===== src/hw/rtl/gsc_pkg.sv =====
package gsc_pkg;

  // Outstanding results the output queue can hold.
  localparam int OUT_DEPTH = 8;

  // Byte address width of the register port.
  localparam int CFG_AW = 4;

  typedef logic signed [15:0] gyro_t;
  typedef logic [1:0] axis_t;

  localparam axis_t AXIS_NONE = 2'd0;
  localparam axis_t AXIS_X    = 2'd1;
  localparam axis_t AXIS_Y    = 2'd2;
  localparam axis_t AXIS_Z    = 2'd3;

  // Register indexes, taken from paddr[3:2].
  typedef logic [1:0] reg_idx_t;

  localparam reg_idx_t REG_MIN_VAR  = 2'd0;
  localparam reg_idx_t REG_MAX_VAR  = 2'd1;
  localparam reg_idx_t REG_ACT_WIN  = 2'd2;
  localparam reg_idx_t REG_STEP_WIN = 2'd3;

  typedef struct packed {
    logic [15:0] min_var;
    logic [15:0] max_var;
    logic [7:0]  act_win;
    logic [7:0]  step_win;
  } cfg_t;

  // Per-lane pipeline control.
  typedef struct packed {
    logic acc;   // sample accepted this cycle
    logic last;  // the accepted sample closes a tick
    logic upd;   // divided average is ready for the lane state
  } lane_ctl_t;

  // What one axis lane hands to the merging stage after a tick.
  typedef struct packed {
    gyro_t       prev;
    gyro_t       avg;
    gyro_t       peak_hi;
    gyro_t       peak_lo;
    logic [15:0] change;
  } lane_res_t;

  typedef struct packed {
    logic [31:0] step_total;
    axis_t       active_axis;
    logic        crossing_seen;
  } result_t;

  // Axis holding a strict unique maximum of three values, else none.
  function automatic axis_t unique_max3(input logic [15:0] a, input logic [15:0] b,
                                        input logic [15:0] c);
    axis_t sel;
    sel = AXIS_NONE;
    if (a > b && a > c) begin
      sel = AXIS_X;
    end else if (b > a && b > c) begin
      sel = AXIS_Y;
    end else if (c > a && c > b) begin
      sel = AXIS_Z;
    end
    return sel;
  endfunction

endpackage


===== src/hw/rtl/gsc_if.sv =====
// Request channel carrying one three-axis gyro sample.
interface gsc_in_if;
  import gsc_pkg::*;

  logic  valid;
  logic  ready;
  gyro_t gyro_x;
  gyro_t gyro_y;
  gyro_t gyro_z;

  modport source (output valid, output gyro_x, output gyro_y, output gyro_z, input ready);
  modport sink   (input valid, input gyro_x, input gyro_y, input gyro_z, output ready);
endinterface

// Request channel carrying one per-tick result.
interface gsc_out_if;
  import gsc_pkg::*;

  logic        valid;
  logic        ready;
  logic [31:0] step_total;
  axis_t       active_axis;
  logic        crossing_seen;

  modport source (output valid, output step_total, output active_axis,
                  output crossing_seen, input ready);
  modport sink   (input valid, input step_total, input active_axis,
                  input crossing_seen, output ready);
endinterface


===== src/hw/rtl/gyro_step_counter.sv =====
// Gyro step counter. Takes one three-axis sample per clock cycle unless a
// tick-closing sample is held back; every SAMPLES_PER_TICK samples form a tick,
// and each tick's result passes the tick-sum, product and lane-state registers
// and the output queue before it is offered on the output channel.
// The rate is set by the three axis lanes, which divide, filter and track the
// peaks in a short pipeline, and by the merging stage, which handles one tick
// per cycle. Up to eight results may be outstanding; only a tick-closing
// sample is held back when that many are waiting to be taken. Registers
// (APB, byte addresses 0, 4, 8, 12): minimum variation, maximum variation,
// activity window in ticks, step window in ticks; write them only while idle.
module gyro_step_counter #(
  parameter int SAMPLES_PER_TICK = 4
) (
  input  logic                       clk,
  input  logic                       rst_n,
  gsc_in_if.sink                     in_ch,
  gsc_out_if.source                  out_ch,
  input  logic                       psel,
  input  logic                       penable,
  input  logic                       pwrite,
  input  logic [gsc_pkg::CFG_AW-1:0] paddr,
  input  logic [31:0]                pwdata,
  output logic [31:0]                prdata,
  output logic                       pready
);
  import gsc_pkg::*;

  localparam int PH_W  = (SAMPLES_PER_TICK > 1) ? $clog2(SAMPLES_PER_TICK) : 1;
  localparam int CNT_W = $clog2(OUT_DEPTH + 1);

  cfg_t             cfg_r;
  reg_idx_t         reg_idx;
  logic [PH_W-1:0]  phase_r;
  logic             last;
  logic             acc;
  logic             tick_acc;
  logic             pop;
  logic [CNT_W-1:0] pending_r;
  logic             vld_a_r;
  logic             vld_b_r;
  logic             vld_c_r;
  lane_ctl_t        lctl;
  gyro_t            smp [3];
  lane_res_t        lres [3];
  logic             res_vld;
  result_t          res;
  logic             head_vld;
  result_t          head;

  // Register port.
  assign pready  = 1'b1;
  assign reg_idx = paddr[3:2];

  always_ff @(posedge clk) begin
    if (!rst_n) begin
      cfg_r <= '{min_var: 16'd2, max_var: 16'd1000, act_win: 8'd30, step_win: 8'd6};
    end else if (psel && penable && pwrite && pready) begin
      case (reg_idx)
        REG_MIN_VAR:  cfg_r.min_var  <= pwdata[15:0];
        REG_MAX_VAR:  cfg_r.max_var  <= pwdata[15:0];
        REG_ACT_WIN:  cfg_r.act_win  <= pwdata[7:0];
        REG_STEP_WIN: cfg_r.step_win <= pwdata[7:0];
        default: ;
      endcase
    end
  end

  always_comb begin
    case (reg_idx)
      REG_MIN_VAR:  prdata = {16'd0, cfg_r.min_var};
      REG_MAX_VAR:  prdata = {16'd0, cfg_r.max_var};
      REG_ACT_WIN:  prdata = {24'd0, cfg_r.act_win};
      REG_STEP_WIN: prdata = {24'd0, cfg_r.step_win};
      default:      prdata = '0;
    endcase
  end

  // Sample phase within the tick and the credit for outstanding results.
  assign last         = phase_r == PH_W'(SAMPLES_PER_TICK - 1);
  assign in_ch.ready  = !last || (pending_r < CNT_W'(OUT_DEPTH));
  assign acc          = in_ch.valid && in_ch.ready;
  assign tick_acc     = acc && last;
  assign pop          = out_ch.valid && out_ch.ready;

  always_ff @(posedge clk) begin
    if (!rst_n) begin
      phase_r   <= '0;
      pending_r <= '0;
      vld_a_r   <= 1'b0;
      vld_b_r   <= 1'b0;
      vld_c_r   <= 1'b0;
    end else begin
      if (acc) begin
        phase_r <= last ? '0 : phase_r + 1'b1;
      end
      pending_r <= pending_r + CNT_W'(tick_acc) - CNT_W'(pop);
      vld_a_r   <= tick_acc;
      vld_b_r   <= vld_a_r;
      vld_c_r   <= vld_b_r;
    end
  end

  // One lane per axis.
  assign lctl   = '{acc: acc, last: last, upd: vld_b_r};
  assign smp[0] = in_ch.gyro_x;
  assign smp[1] = in_ch.gyro_y;
  assign smp[2] = in_ch.gyro_z;

  for (genvar g = 0; g < 3; g++) begin : g_lane
    gsc_lane #(.SPT(SAMPLES_PER_TICK)) u_lane (
      .clk    (clk),
      .rst_n  (rst_n),
      .ctl    (lctl),
      .sample (smp[g]),
      .cfg    (cfg_r),
      .res    (lres[g])
    );
  end

  gsc_merge u_merge (
    .clk     (clk),
    .rst_n   (rst_n),
    .vld     (vld_c_r),
    .cfg     (cfg_r),
    .lanes   (lres),
    .res_vld (res_vld),
    .res     (res)
  );

  gsc_out_fifo u_out_fifo (
    .clk      (clk),
    .rst_n    (rst_n),
    .wr_en    (res_vld),
    .wr_data  (res),
    .rd_en    (out_ch.ready),
    .rd_valid (head_vld),
    .rd_data  (head)
  );

  assign out_ch.valid         = head_vld;
  assign out_ch.step_total    = head.step_total;
  assign out_ch.active_axis   = head.active_axis;
  assign out_ch.crossing_seen = head.crossing_seen;

endmodule


===== src/hw/rtl/gsc_lane.sv =====
module gsc_lane #(
  parameter int SPT = 4
) (
  input  logic               clk,
  input  logic               rst_n,
  input  gsc_pkg::lane_ctl_t ctl,
  input  gsc_pkg::gyro_t     sample,
  input  gsc_pkg::cfg_t      cfg,
  output gsc_pkg::lane_res_t res
);
  import gsc_pkg::*;

  // Sum of one tick, and an exact reciprocal for the truncating divide.
  localparam int SUM_W  = 16 + $clog2(SPT);
  localparam int SH     = SUM_W + $clog2(SPT);
  localparam longint unsigned RECIP_L = ((64'd1 << SH) + 64'(SPT) - 64'd1) / 64'(SPT);
  localparam logic [SH:0] RECIP = (SH + 1)'(RECIP_L);
  localparam int PROD_W = SUM_W + SH + 1;

  logic signed [SUM_W-1:0] acc_r;
  logic signed [SUM_W-1:0] acc_sum;
  logic signed [SUM_W-1:0] tick_sum_r;
  logic [SUM_W-1:0]        mag;
  logic [PROD_W-1:0]       prod_r;
  logic                    neg_r;
  logic [16:0]             quo;
  logic signed [16:0]      avg17;
  gyro_t                   new_avg;
  logic signed [16:0]      diff;
  logic [15:0]             chg;
  logic                    keep;
  gyro_t                   kept;
  gyro_t                   prev_r;
  gyro_t                   avg_r;
  gyro_t                   hi_r;
  gyro_t                   lo_r;
  logic [15:0]             chg_r;

  // Accumulate samples of the running tick; restart on the closing sample.
  assign acc_sum = acc_r + SUM_W'(sample);

  always_ff @(posedge clk) begin
    if (!rst_n) begin
      acc_r <= '0;
    end else if (ctl.acc) begin
      acc_r <= ctl.last ? '0 : acc_sum;
    end
  end

  always_ff @(posedge clk) begin
    if (ctl.acc && ctl.last) begin
      tick_sum_r <= acc_sum;
    end
  end

  // Divide the magnitude by a reciprocal multiply; the sign is restored later.
  assign mag = tick_sum_r[SUM_W-1] ? SUM_W'(-tick_sum_r) : tick_sum_r;

  always_ff @(posedge clk) begin
    prod_r <= {{(SH + 1){1'b0}}, mag} * {{SUM_W{1'b0}}, RECIP};
    neg_r  <= tick_sum_r[SUM_W-1];
  end

  // Signed average, its change and the variation window check.
  always_comb begin
    quo     = prod_r[SH +: 17];
    avg17   = neg_r ? -$signed(quo) : $signed(quo);
    new_avg = avg17[15:0];
    diff    = {new_avg[15], new_avg} - {avg_r[15], avg_r};
    chg     = diff[16] ? 16'(-diff) : diff[15:0];
    keep    = !(chg < cfg.min_var || chg > cfg.max_var);
    kept    = keep ? new_avg : avg_r;
  end

  // Lane state: averages and running peaks, advanced once per tick.
  always_ff @(posedge clk) begin
    if (!rst_n) begin
      prev_r <= '0;
      avg_r  <= '0;
      hi_r   <= '0;
      lo_r   <= '0;
      chg_r  <= '0;
    end else if (ctl.upd) begin
      prev_r <= avg_r;
      avg_r  <= kept;
      hi_r   <= (kept > hi_r) ? kept : hi_r;
      lo_r   <= (kept < lo_r) ? kept : lo_r;
      chg_r  <= keep ? chg : '0;
    end
  end

  assign res = '{prev: prev_r, avg: avg_r, peak_hi: hi_r, peak_lo: lo_r, change: chg_r};

endmodule


===== src/hw/rtl/gsc_merge.sv =====
module gsc_merge (
  input  logic               clk,
  input  logic               rst_n,
  input  logic               vld,
  input  gsc_pkg::cfg_t      cfg,
  input  gsc_pkg::lane_res_t lanes [3],
  output logic               res_vld,
  output gsc_pkg::result_t   res
);
  import gsc_pkg::*;

  logic [7:0]         wgt_r [3];
  logic [7:0]         act_cnt_r;
  axis_t              chosen_r;
  logic [15:0]        cross_cnt_r;
  logic [7:0]         step_cnt_r;
  logic [31:0]        steps_r;

  logic [7:0]         wgt_nxt [3];
  logic [7:0]         wgt_base [3];
  logic [7:0]         act_cnt_nxt;
  logic [7:0]         act_inc;
  logic               act_end;
  axis_t              chosen_nxt;
  axis_t              busy;
  logic signed [16:0] msum [3];
  logic signed [16:0] mid17 [3];
  gyro_t              mid [3];
  logic               cross_l [3];
  logic               crossed;
  logic [15:0]        cross_inc;
  logic [15:0]        cross_cnt_nxt;
  logic [7:0]         step_inc;
  logic               step_end;
  logic [7:0]         step_cnt_nxt;
  logic [31:0]        steps_nxt;

  always_comb begin
    // Activity window: pick the most active axis before this tick's weight.
    act_inc    = act_cnt_r + 8'd1;
    act_end    = act_inc >= cfg.act_win;
    act_cnt_nxt = act_end ? '0 : act_inc;
    chosen_nxt = act_end ? unique_max3({8'd0, wgt_r[0]}, {8'd0, wgt_r[1]}, {8'd0, wgt_r[2]})
                         : chosen_r;

    // The axis with the unique largest change gains one saturating weight.
    busy = unique_max3(lanes[0].change, lanes[1].change, lanes[2].change);
    for (int i = 0; i < 3; i++) begin
      wgt_base[i] = act_end ? '0 : wgt_r[i];
      wgt_nxt[i]  = (busy == axis_t'(i + 1) && wgt_base[i] != 8'hFF) ?
                    wgt_base[i] + 8'd1 : wgt_base[i];
    end

    // Midpoint of the peaks, truncated toward zero, and strict crossings.
    for (int i = 0; i < 3; i++) begin
      msum[i]    = {lanes[i].peak_hi[15], lanes[i].peak_hi} +
                   {lanes[i].peak_lo[15], lanes[i].peak_lo};
      mid17[i]   = $signed(msum[i] + {16'd0, msum[i][16]}) >>> 1;
      mid[i]     = mid17[i][15:0];
      cross_l[i] = (lanes[i].prev < mid[i] && lanes[i].avg > mid[i]) ||
                   (lanes[i].prev > mid[i] && lanes[i].avg < mid[i]);
    end

    case (chosen_nxt)
      AXIS_X:  crossed = cross_l[0];
      AXIS_Y:  crossed = cross_l[1];
      AXIS_Z:  crossed = cross_l[2];
      default: crossed = 1'b0;
    endcase

    cross_inc = (crossed && cross_cnt_r != 16'hFFFF) ? cross_cnt_r + 16'd1 : cross_cnt_r;

    // Step window: any crossing inside it is worth one step.
    step_inc     = step_cnt_r + 8'd1;
    step_end     = step_inc >= cfg.step_win;
    step_cnt_nxt = step_end ? '0 : step_inc;
    if (step_end && cross_inc != '0) begin
      cross_cnt_nxt = '0;
      steps_nxt     = steps_r + 32'd1;
    end else begin
      cross_cnt_nxt = cross_inc;
      steps_nxt     = steps_r;
    end
  end

  always_ff @(posedge clk) begin
    if (!rst_n) begin
      for (int i = 0; i < 3; i++) begin
        wgt_r[i] <= '0;
      end
      act_cnt_r   <= '0;
      chosen_r    <= AXIS_NONE;
      cross_cnt_r <= '0;
      step_cnt_r  <= '0;
      steps_r     <= '0;
    end else if (vld) begin
      for (int i = 0; i < 3; i++) begin
        wgt_r[i] <= wgt_nxt[i];
      end
      act_cnt_r   <= act_cnt_nxt;
      chosen_r    <= chosen_nxt;
      cross_cnt_r <= cross_cnt_nxt;
      step_cnt_r  <= step_cnt_nxt;
      steps_r     <= steps_nxt;
    end
  end

  assign res_vld = vld;
  assign res     = '{step_total: steps_nxt, active_axis: chosen_nxt, crossing_seen: crossed};

endmodule


===== src/hw/rtl/gsc_out_fifo.sv =====
module gsc_out_fifo (
  input  logic             clk,
  input  logic             rst_n,
  input  logic             wr_en,
  input  gsc_pkg::result_t wr_data,
  input  logic             rd_en,
  output logic             rd_valid,
  output gsc_pkg::result_t rd_data
);
  import gsc_pkg::*;

  localparam int PTR_W = $clog2(OUT_DEPTH);
  localparam int CNT_W = $clog2(OUT_DEPTH + 1);

  result_t          mem_r [OUT_DEPTH];
  logic [PTR_W-1:0] wr_ptr_r;
  logic [PTR_W-1:0] rd_ptr_r;
  logic [CNT_W-1:0] cnt_r;
  logic             pop;

  assign pop = rd_en && rd_valid;

  // Result storage; the writer never overruns it thanks to the credit count.
  always_ff @(posedge clk) begin
    if (wr_en) begin
      mem_r[wr_ptr_r] <= wr_data;
    end
  end

  always_ff @(posedge clk) begin
    if (!rst_n) begin
      wr_ptr_r <= '0;
      rd_ptr_r <= '0;
      cnt_r    <= '0;
    end else begin
      if (wr_en) begin
        wr_ptr_r <= (wr_ptr_r == PTR_W'(OUT_DEPTH - 1)) ? '0 : wr_ptr_r + 1'b1;
      end
      if (pop) begin
        rd_ptr_r <= (rd_ptr_r == PTR_W'(OUT_DEPTH - 1)) ? '0 : rd_ptr_r + 1'b1;
      end
      cnt_r <= cnt_r + CNT_W'(wr_en) - CNT_W'(pop);
    end
  end

  assign rd_valid = cnt_r != '0;
  assign rd_data  = mem_r[rd_ptr_r];

endmodule


===== src/flat_wrapper.sv =====
// flat-port wrapper written by rule: the top's interface ports become plain ports
module gyro_step_counter_flat import gsc_pkg::*;
#(
  parameter int SAMPLES_PER_TICK = 4
)
  (clk, rst_n, psel, penable, pwrite, paddr, pwdata, prdata, pready, in_ch_valid, in_ch_gyro_x, in_ch_gyro_y, in_ch_gyro_z, in_ch_ready, out_ch_valid, out_ch_step_total, out_ch_active_axis, out_ch_crossing_seen, out_ch_ready);
  gsc_in_if in_ch_i ();
  gsc_out_if out_ch_i ();
  input  logic clk;
  input  logic rst_n;
  input  logic psel;
  input  logic penable;
  input  logic pwrite;
  input  logic [gsc_pkg::CFG_AW-1:0] paddr;
  input  logic [31:0] pwdata;
  output logic [31:0] prdata;
  output logic pready;
  input wire logic [$bits(in_ch_i.valid)-1:0] in_ch_valid;
  input wire logic [$bits(in_ch_i.gyro_x)-1:0] in_ch_gyro_x;
  input wire logic [$bits(in_ch_i.gyro_y)-1:0] in_ch_gyro_y;
  input wire logic [$bits(in_ch_i.gyro_z)-1:0] in_ch_gyro_z;
  output wire logic [$bits(in_ch_i.ready)-1:0] in_ch_ready;
  output wire logic [$bits(out_ch_i.valid)-1:0] out_ch_valid;
  output wire logic [$bits(out_ch_i.step_total)-1:0] out_ch_step_total;
  output wire logic [$bits(out_ch_i.active_axis)-1:0] out_ch_active_axis;
  output wire logic [$bits(out_ch_i.crossing_seen)-1:0] out_ch_crossing_seen;
  input wire logic [$bits(out_ch_i.ready)-1:0] out_ch_ready;
  assign in_ch_i.valid = in_ch_valid;
  assign in_ch_i.gyro_x = in_ch_gyro_x;
  assign in_ch_i.gyro_y = in_ch_gyro_y;
  assign in_ch_i.gyro_z = in_ch_gyro_z;
  assign in_ch_ready = in_ch_i.ready;
  assign out_ch_valid = out_ch_i.valid;
  assign out_ch_step_total = out_ch_i.step_total;
  assign out_ch_active_axis = out_ch_i.active_axis;
  assign out_ch_crossing_seen = out_ch_i.crossing_seen;
  assign out_ch_i.ready = out_ch_ready;
  gyro_step_counter #(.SAMPLES_PER_TICK(SAMPLES_PER_TICK)) u_core (.clk(clk), .rst_n(rst_n), .in_ch(in_ch_i), .out_ch(out_ch_i), .psel(psel), .penable(penable), .pwrite(pwrite), .paddr(paddr), .pwdata(pwdata), .prdata(prdata), .pready(pready));
endmodule

===== config.mk =====
export PLATFORM = sky130hd
export DESIGN_NAME = gyro_step_counter_flat
export DESIGN_NICKNAME = d
export VERILOG_FILES = /design/src/hw/rtl/gsc_pkg.sv /design/src/hw/rtl/gsc_if.sv /design/src/hw/rtl/gyro_step_counter.sv /design/src/hw/rtl/gsc_lane.sv /design/src/hw/rtl/gsc_merge.sv /design/src/hw/rtl/gsc_out_fifo.sv /design/src/flat_wrapper.sv
export SDC_FILE = /design/constraint.sdc
export NUM_CORES = 2
export LEC_CHECK = 0
export ABC_AREA = 1
export CAP_MARGIN = 15
export CORE_MARGIN = 2
export CORE_UTILIZATION = 59
export DETAILED_ROUTE_END_ITERATION = 8
export DONT_BUFFER_PORTS = 1
export PLACE_DENSITY = 0.81
export SYNTH_ARGS = -nofsm -noshare
export SYNTH_HDL_FRONTEND = slang
export SYNTH_HIERARCHICAL = 1
export SYNTH_SLANG_ARGS = --single-unit

===== constraint.sdc =====
create_clock -name clk -period 6.5 [get_ports clk]
set_input_delay 1.3 -clock clk [delete_from_list [all_inputs] [get_ports clk]]
set_output_delay 1.3 -clock clk [all_outputs]
set_load 0.1 [all_outputs]

==> results.txt <==
Synth Warn #: 6
Final period util: 119%
Share of cells above drive strength 1: 14.5%
Share of the synthesized area in the top cell type: 18.9%
Worst Clk Skew: 63.7 ps
Failing checks: setup timing
Worst Path Max Fanout: 9
Worst-case reg-to-reg path depth: 60
Initial antenna violation count: 4
Worst setup path class: register to register
Setup crit end kind: register
Final hold vios: 0
Setup TNS: -402330 ps
CTS buffer count: 91
Startpoint Class: register
GRT Overall Usage: 30.1%
WL final: 154 mm
Nets@finish: 8648
Syn avg cell area: 7.44 sq um
Full die area: 98700 sq um
Largest family of logic cells by synthesized area: simple AND/OR/NAND/NOR gates
GP Congestion: 0.925
# IOs: 161
DP Wirelength: 105 mm
Outcome: finished, violations left
First-pass GRT wire length: 244 mm
RSZ-0062 raised after global routing: yes
Crit path to: u_core/u_out_fifo/mem_r[3][5]
Worst-Margin Slew: 1080 ps
Final Instance Area: 65500 sq um
Area grow syn2layout: 15.3%
Area leader, netlist: edfxtp_1
Setup violators final: 408
XOR/XNOR Fraction of Synth Area: 4.18%
Pwr/cell area: 246 nW/um^2
Synth Area in Adders: 11.5%
Pre-antenna DRT Iters: 9
Pre-CTS setup slack: -917 ps
R2r endpoint: u_core/u_out_fifo/mem_r[3][5]
Vias: 51600
FP Rows: 113
Seq/Total Area, Yosys: 35.9%
Post-layout util: 68.8%
1st-iter DRT viols: 4537
Main flop type after synthesis: dfxtp_1
Skew-Pair Late Insertion Delay: 720 ps
Max transition margin: 28.0%
Arr. time, crit path: 8180 ps
Lkg Pwr: 31.4 nW
Wirelength per Cell: 16.4 um
Post-route minimum period: 7760 ps
Compound-Gate Fraction of Synth Area: 10.1%
Post-Synth Simple-Gate Area: 27.7%
CTS tree: done
Via/cell ratio: 5.50
Synth Register Bits: 839
Reg clk slew, reported paths: 60 ps
DRC violations left: 0
FF-to-FF setup slack: -1260 ps
Die X: 314 um
Slew Viols, Final: 0
Cell Area, Placed: 61100 sq um
Worst Hold Slack: 443 ps
Syn Std Cell Area: 56800 sq um
Mux cell area share after synthesis: 0.0353%
Clock Tree Buf Depth: 3
Final worst slack: -1260 ps
IO Port Bufs: 0
Max stage delay on crit path: 330 ps
Top cells by area, synth: edfxtp_1, dfxtp_1, nand2_1
Asr flop ratio synth: 0%
H-tree level count: 3
Hold Crit Class: register to register
Clock root buffer: clkbuf_16
Post-synth EDFFs: 358
Grt total ovfl: 0
Fmax achieved: 129 MHz
Slowest CP cell: dfxtp_2
Reg2reg start: u_core/g_lane[0].u_lane/lo_r[0]
Vias in the first global route: 50000
CP required: 6920 ps
Distinct cell type count after synthesis: 81
CORE AREA: 95200 sq um
Max Cap Viol: 0
Die H: 314 um
Initial core utilization: 59.7%
Crit path from: u_core/g_lane[0].u_lane/lo_r[0]
Cells after synthesis: 7631
Max VDD drop: 0.250 mV
Clock Sinks: 839
Most frequent CP cell: nand2_1
Antenna Nets Post-Route: 0
Pin count of the biggest net entering global routing: 222
sequential cells by signal (all words and copies together), names as in the netlist, 2 cells and up, named ones only:
register / cells
u_core/g_lane.u_lane/avg_r: 48
u_core/g_lane.u_lane/chg_r: 48
u_core/cfg_r: 48
u_core/u_merge/chosen_r: 2
u_core/u_merge/wgt_r: 24
u_core/u_merge/act_cnt_r: 8
u_core/g_lane.u_lane/hi_r: 48
u_core/g_lane.u_lane/acc_r: 54
u_core/g_lane.u_lane/prod_r: 48
u_core/u_out_fifo/rd_ptr_r: 3
u_core/u_merge/steps_r: 32
u_core/u_out_fifo/cnt_r: 4
u_core/u_out_fifo/mem_r: 280
u_core/u_out_fifo/wr_ptr_r: 3
u_core/g_lane.u_lane/neg_r: 3
u_core/u_merge/cross_cnt_r: 16
u_core/phase_r: 2
u_core/g_lane.u_lane/prev_r: 48
u_core/g_lane.u_lane/tick_sum_r: 54
u_core/u_merge/step_cnt_r: 8
u_core/g_lane.u_lane/lo_r: 48
u_core/pending_r: 4
what timing repair did:
| item | CTS | global route |
|---|---|---|
| hold buffers | 0 | 0 |
| resized for setup | 131 | 63 |
| pin swaps | 70 | 49 |
| hold endpoints to repair | 0 | 0 |
| setup endpoints to repair | 408 | 408 |
| buffers inserted | 48 | 14 |
| cloned | 3 | 3 |
critical path, delay by kind of cell (launching register included):
kind                       cells  cell delay (ps)
adders and majority gates      4              800
and+or+nand+nor               34             3650
DFF                            1              330
AOI/OAI and AO/OA             12             1630
buffers and inverters          8              840
xor gates and xnor gates       2              220
power breakdown:
group | switching, mW | internal, mW
Sequential | 0.150 | 5.62
Clock | 2.30 | 2.91
Combinational | 3.61 | 1.50
layout by cell type, fill, tap and decap left out, types with 22 or more instances in the layout:
master and instances:
nand2_1 1964, inv_1 1226, nor2_1 547, ha_1 501
a21oi_1 486, dfxtp_1 475, buf_4 472, nand3_1 384
edfxtp_1 358, o21ai_0 276, xor2_1 162, nand3_2 100
clkbuf_16 94, nand2_4 91, nand4_1 88, nand2_2 78
xnor2_1 77, nor3_1 73, o21ai_1 39, and2_4 33
inv_2 31, nand3b_1 30, nor2_2 28, clkinv_2 25
a21oi_2 24, a211oi_1 24, clkinv_1 22
logic make-up (layout without fill, tap and decap cells):
kind of cell | Yosys count | in the layout
AND/OR/NAND/NOR | 3513 | 3513
buffers and inverters | 1483 | 1956
AO/OA/AOI/OAI | 1015 | 1015
flip-flops | 839 | 839
adder cells (fa/ha/maj) | 517 | 517
XOR/XNOR | 260 | 260
other | 2 | 22
multiplexers | 2 | 2
metrics by stage:
step | cells | total power [mW]
6_report | 9389 | 16.1
5_1_grt | 9384 | 16.8
4_1_cts | 9367 | 16.1
3_5_place_dp | 9145 | 10.8
3_3_place_gp | 9136 | 10.6
2_1_floorplan | 7646 | 9.71
synth_stat cells (all sizes together) (2+ instances only):
cell	number
o211ai	22
nor3b	8
dfxtp	481
and2	45
a31oi	10
edfxtp	358
fa	11
nor2	589
or2	19
a221oi	2
a21boi	19
o221a	2
a22o	8
a211oi	27
nand4	88
clkinv	11
buf	115
nand3b	31
o41ai	3
inv	1261
o31ai	8
xnor2	87
and3	2
o22ai	6
o21bai	16
o2111ai	5
conb	2
nor3	92
nand3	489
clkbuf	96
o221ai	7
a21oi	513
xor2	173
o21ai	329
nand2	2134
mux2i	2
a21o	10
o21a	11
a32o	2
nor4	16
ha	506
a22oi	11
metal layers:
layer  vias up  routed length (um)  track usage (%)
met5         -                  23                0
met4         4                6130             12.6
met3       455               13100             6.05
met2      2010               74200             52.7
met1     23800               60100             35.8
li1      25400                   -                -
cell type report:
class | count | area [sq um]
Multi-Input combinational cell | 5324 | 31400
Fill cell | 7213 | 29700
Sequential cell | 839 | 20400
Inverter | 1272 | 4790
Timing Repair Buffer | 512 | 4290
Clock buffer | 115 | 2490
Tap cell | 1265 | 1580
Clock inverter | 57 | 548
Antenna cell | 5 | 12.5
worst min-delay path by stage:
stage	startpoint	end	slack, ps	depth (start not counted)
after global routing	u_core/vld_a_r	u_core/vld_b_r	470	2
after global placement	u_core/vld_a_r	u_core/vld_b_r	410	2
after floorplan	u_core/g_lane[0].u_lane/tick_sum_r[17]	u_core/g_lane[0].u_lane/neg_r	350	0
final	u_core/vld_a_r	u_core/vld_b_r	440	2
after CTS	u_core/vld_a_r	u_core/vld_b_r	450	2
after detailed placement	u_core/vld_a_r	u_core/vld_b_r	430	2
Note: power is estimated with default switching activity, not from simulation.
